File: src/qte_pkg.sv
// qte_pkg: widths, constants and the cordic angle table of the quaternion to euler core
// no dependencies
`timescale 1ns / 1ps
`default_nettype none
package qte_pkg;

  localparam int QW   = 16;  // quaternion component width
  localparam int PW   = 32;  // product width
  localparam int TW   = 34;  // trig operand width, units of 2^-30
  localparam int T2W  = 32;  // clamped pitch term width
  localparam int SQW  = 61;  // radicand width
  localparam int RW   = 31;  // square root width
  localparam int XW   = 36;  // cordic vector width
  localparam int ZW   = 28;  // cordic angle accumulator width, units of 2^-24 rad
  localparam int AW   = 16;  // angle output width
  localparam int PAW  = 15;  // pitch output width
  localparam int MAX_STEPS = 24;

  localparam logic signed [TW-1:0] ONE_Q30     = TW'(64'sd1073741824);
  localparam logic signed [ZW-1:0] HALF_PI_Q24 = ZW'(32'sd26353589);
  localparam logic signed [16:0]   PI_Q13      = 17'sd25736;
  localparam logic signed [16:0]   HALF_PI_Q13 = 17'sd12868;
  localparam logic [SQW-1:0]       ONE_Q60     = SQW'(1) << 60;

  localparam logic signed [ZW-1:0] ATAN_TAB [MAX_STEPS] = '{
    28'sd13176795, 28'sd7778716, 28'sd4110060, 28'sd2086331, 28'sd1047214,
    28'sd524117, 28'sd262123, 28'sd131069, 28'sd65536, 28'sd32768, 28'sd16384,
    28'sd8192, 28'sd4096, 28'sd2048, 28'sd1024, 28'sd512, 28'sd256, 28'sd128,
    28'sd64, 28'sd32, 28'sd16, 28'sd8, 28'sd4, 28'sd2
  };

  typedef struct packed {
    logic en;
    logic valid;
  } pipe_ctl_t;

endpackage
`default_nettype wire

File: src/qte_isqrt.sv
// qte_isqrt: pipelined floor square root of one minus the pitch square, one bit per stage
// depends on qte_pkg
`timescale 1ns / 1ps
`default_nettype none
module qte_isqrt (
  input  wire                      clk_i,
  input  wire                      rst_ni,
  input  qte_pkg::pipe_ctl_t       ctl_i,
  input  wire [qte_pkg::SQW-1:0]   sq_i,
  output logic                     valid_o,
  output logic [qte_pkg::RW-1:0]   root_o
);
  import qte_pkg::*;

  localparam int EW = 2 * RW;

  logic [SQW-1:0] rem_q [RW];
  logic [RW-1:0]  root_q [RW];
  logic           v_q [RW];

  for (genvar k = 0; k < RW; k++) begin : g_stage
    localparam int B = RW - 1 - k;
    logic [SQW-1:0] rem_c;
    logic [RW-1:0]  root_c;
    logic           v_c;
    logic [EW-1:0]  trial;
    if (k == 0) begin : g_first
      assign rem_c  = ONE_Q60 - sq_i;
      assign root_c = '0;
      assign v_c    = ctl_i.valid;
    end else begin : g_next
      assign rem_c  = rem_q[k-1];
      assign root_c = root_q[k-1];
      assign v_c    = v_q[k-1];
    end
    assign trial = (EW'(root_c) << (B + 1)) + (EW'(1) << (2 * B));

    always_ff @(posedge clk_i or negedge rst_ni) begin
      if (!rst_ni) begin
        v_q[k] <= 1'b0;
      end else if (ctl_i.en) begin
        v_q[k] <= v_c;
      end
    end

    always_ff @(posedge clk_i) begin
      if (ctl_i.en) begin
        if (EW'(rem_c) >= trial) begin
          rem_q[k]  <= SQW'(EW'(rem_c) - trial);
          root_q[k] <= root_c | (RW'(1) << B);
        end else begin
          rem_q[k]  <= rem_c;
          root_q[k] <= root_c;
        end
      end
    end
  end

  assign valid_o = v_q[RW-1];
  assign root_o  = root_q[RW-1];

endmodule
`default_nettype wire

File: config.mk
export PLATFORM = sky130hd
export DESIGN_NAME = qte_isqrt
export DESIGN_NICKNAME = d
export VERILOG_FILES = /design/src/qte_pkg.sv /design/src/qte_isqrt.sv
export SDC_FILE = /design/constraint.sdc
export NUM_CORES = 2
export LEC_CHECK = 0
export BUFFER_PORTS_ARGS = -buffer_cell sky130_fd_sc_hd__buf_2
export CAP_MARGIN = 20
export CORE_MARGIN = 10
export CORE_UTILIZATION = 45
export CTS_CLUSTER_SIZE = 20
export DETAILED_ROUTE_END_ITERATION = 10
export HOLD_SLACK_MARGIN = 0.1
export MAX_ROUTING_LAYER = met4
export PLACE_DENSITY_LB_ADDON = 0.05
export SLEW_MARGIN = 20
export SYNTH_ARGS = -nofsm -noshare
export SYNTH_HDL_FRONTEND = slang
export SYNTH_SLANG_ARGS = --single-unit
File: constraint.sdc
create_clock -name clk_i -period 4.9 [get_ports clk_i]
set_clock_uncertainty 0.2 [all_clocks]
set_input_delay 0.735 -clock clk_i [delete_from_list [all_inputs] [get_ports clk_i]]
set_output_delay 0.735 -clock clk_i [all_outputs]
set_load 0.02 [all_outputs]
==> flow_metrics.env <==
export IMPL_post_cts_resized=0
export IMPL_placed_instance_area_mm2=0.119
export IMPL_flow_area_growth_from_synthesis_pct=13.0
export IMPL_final_gp_congestion=0.911
export IMPL_cts_tree="done"
export IMPL_vias_in_the_first_global_route=71400
export IMPL_post_synth_top_area_fraction=0.613
export IMPL_grt_first_pass_wirelength_mm=465
export IMPL_part_of_the_power_in_combinational_logic=0.207
export IMPL_gr_total_overflow=0
export IMPL_max_freq_mhz=206
export IMPL_initial_utilization=0.453
export IMPL_ctsRootBufferMaster="sky130_fd_sc_hd__clkbuf_16"
export IMPL_timing_critical_path_fanout_max=8
export IMPL_sequentialPowerShare=0.464
export IMPL_fin_setup_tns_ps=0
export IMPL_pwr_share_clk=0.329
export IMPL_synth_enable_flop_cells=2326
export IMPL_synth_async_reset_ratio=0.0132
export IMPL_syn_cell_area_mm2=0.114
export IMPL_num_vias=74300
export IMPL_drt_initial_drc_count=6872
export IMPL_ys_flop_type="sky130_fd_sc_hd__edfxtp_1"
export IMPL_period_needed_ps=4850
export IMPL_p_int_uw=42500
export IMPL_finish_instance_area_mm2=0.129
export IMPL_total_leakage_power_uw=0.0482
export IMPL_antenna_found_initial=20
export IMPL_clock_latency_ps=940
export IMPL_min_period_over_period=0.990
export IMPL_hold_path_class="flop to flop"
export IMPL_via_cell_ratio=5.67
export IMPL_globalRouteTotalUtil=0.231
export IMPL_drt_antenna_violating_nets=0
export IMPL_die_area_mm2=0.274
export IMPL_dp_hpwl_mm=239
export IMPL_drtPass1Iterations=6
export IMPL_filler_cell_count=21800
export IMPL_layout_nets=10200
export IMPL_post_synth_cell_area_avg_um2=12.4
export IMPL_clock_path_buffers=4
export IMPL_setup_worst_path_end_class="flop"
export IMPL_io_buffer_count=96
export IMPL_grt_start_max_net_pins=169
export IMPL_drt_wl_total_mm=313
export IMPL_switching_share=0.300
export IMPL_cts_h_tree_depth=5
export IMPL_avgRoutedWirePerCell_um=23.9
export IMPL_total_switching_power_uw=18200
export IMPL_synth_area_leader_cell="sky130_fd_sc_hd__edfxtp_1"
export IMPL_kind_of_launch_point_of_the_worst_setup_path="flop"
export IMPL_floorplan_core_area_mm2=0.252
export IMPL_numClockSinks=2357
export IMPL_run_status="finished, final reports clean"
export IMPL_cp_required_ps=5290
export IMPL_cts_buffers=280
export IMPL_power_ir_vdd_worst_mv=0.342
export IMPL_timing_max_transition_violations_final=0
export IMPL_drive_above_1_share=0.0820
export IMPL_tightest_slew_ps=1170
export IMPL_dieHeight_um=523
export IMPL_grt_setup_unrepaired="no"
export IMPL_synthTopCellsByArea="sky130_fd_sc_hd__edfxtp_1, sky130_fd_sc_hd__ha_1, sky130_fd_sc_hd__xnor2_1, sky130_fd_sc_hd__xor2_1, sky130_fd_sc_hd__o21ai_0"
export IMPL_worst_setup_hold_path_clk_slew_ps=60
export IMPL_timing_max_slew_rel_slack=0.220
export IMPL_setup_worst_path_class="flop to flop"
export IMPL_max_cap_violations=0
export IMPL_synth_fp_nets=9759
export IMPL_power_density_mw_per_mm2=471
export IMPL_critical_path_arrival_ps=5240
export IMPL_yosysWarningCount=0
export IMPL_yosysSeqAreaShare=0.620
export IMPL_yosys_register_bits=2357
export IMPL_dieWidth_um=523
export IMPL_floorplan_rows=184
export IMPL_route_detailed_drc=0
export IMPL_synth_lib_cells_used_distinct=85
export IMPL_timing_final_setup_violations=0
export IMPL_final_hold_violations=0
export IMPL_power_uw=60700
export IMPL_number_of_cells_produced_by_synthesis=9169
export IMPL_io_pins=97
[placed cells by master (no fill, tap or decap), types with 332 or more instances in the layout]
cell                          n
sky130_fd_sc_hd__edfxtp_1  2326
sky130_fd_sc_hd__nand2_1    664
sky130_fd_sc_hd__inv_1      634
sky130_fd_sc_hd__ha_1       524
sky130_fd_sc_hd__nor2_1     514
sky130_fd_sc_hd__o21ai_0    509
sky130_fd_sc_hd__a21oi_1    466
sky130_fd_sc_hd__xnor2_1    417
sky130_fd_sc_hd__xor2_1     415
sky130_fd_sc_hd__nor4_1     332
[cell type report]
| cell class | instances | area, um^2 | area share |
|---|---|---|---|
| timing repair buffer | 325 | 2570 | 0.0200 |
| clock inverter | 155 | 1430 | 0.0111 |
| multi-input combinational | 5964 | 40300 | 0.313 |
| sequential | 2357 | 70600 | 0.548 |
| clock buffer | 326 | 7320 | 0.0568 |
| inverter | 635 | 2380 | 0.0185 |
| tap | 3348 | 4190 | 0.0325 |
| antenna | 5 | 12.5 | 0.0000972 |
[per-stage QoR]
| step | hold slack, ps | utilization | std cells | setup slack [ps] |
|---|---|---|---|---|
| after floorplan | 217 | - | 9169 | 442 |
| after global placement | 227 | 0.473 | 12500 | 349 |
| after detailed placement | 227 | 0.473 | 12500 | 299 |
| after CTS | 177 | 0.512 | 13100 | 221 |
| after global routing | 176 | 0.512 | 13100 | 13.9 |
| final | 207 | 0.512 | 13100 | 49.7 |
[cell families after synthesis]
group | count (synthesis) | synth area share
DFF | 2357 | 0.620
and+or+nand+nor | 2767 | 0.125
xor gates and xnor gates | 832 | 0.0640
buffers and inverters | 848 | 0.0280
adders and majority gates | 525 | 0.0577
AOI/OAI and AO/OA | 1731 | 0.0945
muxes | 109 | 0.0106
[registers in the layout, indices dropped and copies added (netlist names)]
register,cells
g_stage.v_c,30
rem_q,1830
root_q,496
valid_o,1
[Yosys cell counts (15+ instances only)]
cell type / count
sky130_fd_sc_hd__a21o_1: 254
sky130_fd_sc_hd__nand3b_1: 26
sky130_fd_sc_hd__edfxtp_1: 2326
sky130_fd_sc_hd__mux2_2: 94
sky130_fd_sc_hd__nand4b_1: 19
sky130_fd_sc_hd__inv_1: 635
sky130_fd_sc_hd__dfrtp_1: 31
sky130_fd_sc_hd__nand4_1: 149
sky130_fd_sc_hd__or4_1: 71
sky130_fd_sc_hd__a31oi_1: 39
sky130_fd_sc_hd__o21a_1: 113
sky130_fd_sc_hd__xor2_1: 415
sky130_fd_sc_hd__and2_1: 36
sky130_fd_sc_hd__xnor2_1: 417
sky130_fd_sc_hd__o31ai_1: 28
sky130_fd_sc_hd__nor2_1: 514
sky130_fd_sc_hd__o21ai_0: 509
sky130_fd_sc_hd__nor4_1: 338
sky130_fd_sc_hd__o211ai_1: 25
sky130_fd_sc_hd__nor4b_1: 46
sky130_fd_sc_hd__a21boi_0: 25
sky130_fd_sc_hd__and3_1: 54
sky130_fd_sc_hd__clkbuf_1: 195
sky130_fd_sc_hd__a211oi_1: 51
sky130_fd_sc_hd__nor3b_1: 20
sky130_fd_sc_hd__nand3_1: 167
sky130_fd_sc_hd__or3_1: 119
sky130_fd_sc_hd__a2111oi_0: 16
sky130_fd_sc_hd__ha_1: 524
sky130_fd_sc_hd__o21bai_1: 36
sky130_fd_sc_hd__nor2b_1: 70
sky130_fd_sc_hd__or2_2: 38
sky130_fd_sc_hd__nand2_1: 664
sky130_fd_sc_hd__mux2i_1: 15
sky130_fd_sc_hd__nand2b_1: 120
sky130_fd_sc_hd__and4_1: 18
sky130_fd_sc_hd__a211o_1: 18
sky130_fd_sc_hd__nor3_1: 266
sky130_fd_sc_hd__a21oi_1: 466
[timing repair]
item,in CTS,in global routing
hold buffers,99,0
hold endpoints to repair,94,0
setup buffers,0,0
[power groups by stage]
stage | logic, uW | registers [uW] | clock network, uW
2_1_floorplan | 8930 | 27100 | 0
3_3_place_gp | 12400 | 28500 | 0
3_5_place_dp | 12400 | 28500 | 0
4_1_cts | 12500 | 28100 | 20500
5_1_grt | 13900 | 28400 | 21300
6_report | 12600 | 28200 | 20000
[per-layer routing]
metal,vias up,share of wire,GRT usage
li1,35100,-,-
met1,36600,0.48,0.341
met2,2160,0.43,0.337
met3,428,0.060,0.0328
met4,0,0.024,0.0524
met5,-,0,-
[worst max-delay path, stage by stage, from the launching register on]
cell and delay (ps):
sky130_fd_sc_hd__edfxtp_1 430, sky130_fd_sc_hd__inv_1 70, sky130_fd_sc_hd__ha_1 440, sky130_fd_sc_hd__and3_1 250
sky130_fd_sc_hd__nand4_1 150, sky130_fd_sc_hd__or4_1 570, sky130_fd_sc_hd__nor4_1 680, sky130_fd_sc_hd__a211o_1 330
sky130_fd_sc_hd__a211oi_4 70, sky130_fd_sc_hd__or4_1 670, sky130_fd_sc_hd__nor2_1 170, sky130_fd_sc_hd__xor2_1 540
[worst paths after layout]
check	slack (ps)	from	end	cells past startpoint
worst min register to register	210	rem_q[3][31]	rem_q[3][92]	0
min in group asynchronous	230	rst_ni	valid_o	2
worst min-delay path	210	rem_q[3][31]	rem_q[3][92]	0
max in group asynchronous	3790	rst_ni	g_stage[4].v_c	2
worst max register to register	50	root_q[1][143]	rem_q[10][111]	11
worst max-delay path	50	root_q[1][143]	rem_q[10][111]	11
Note: power is estimated with default switching activity, not from simulation.
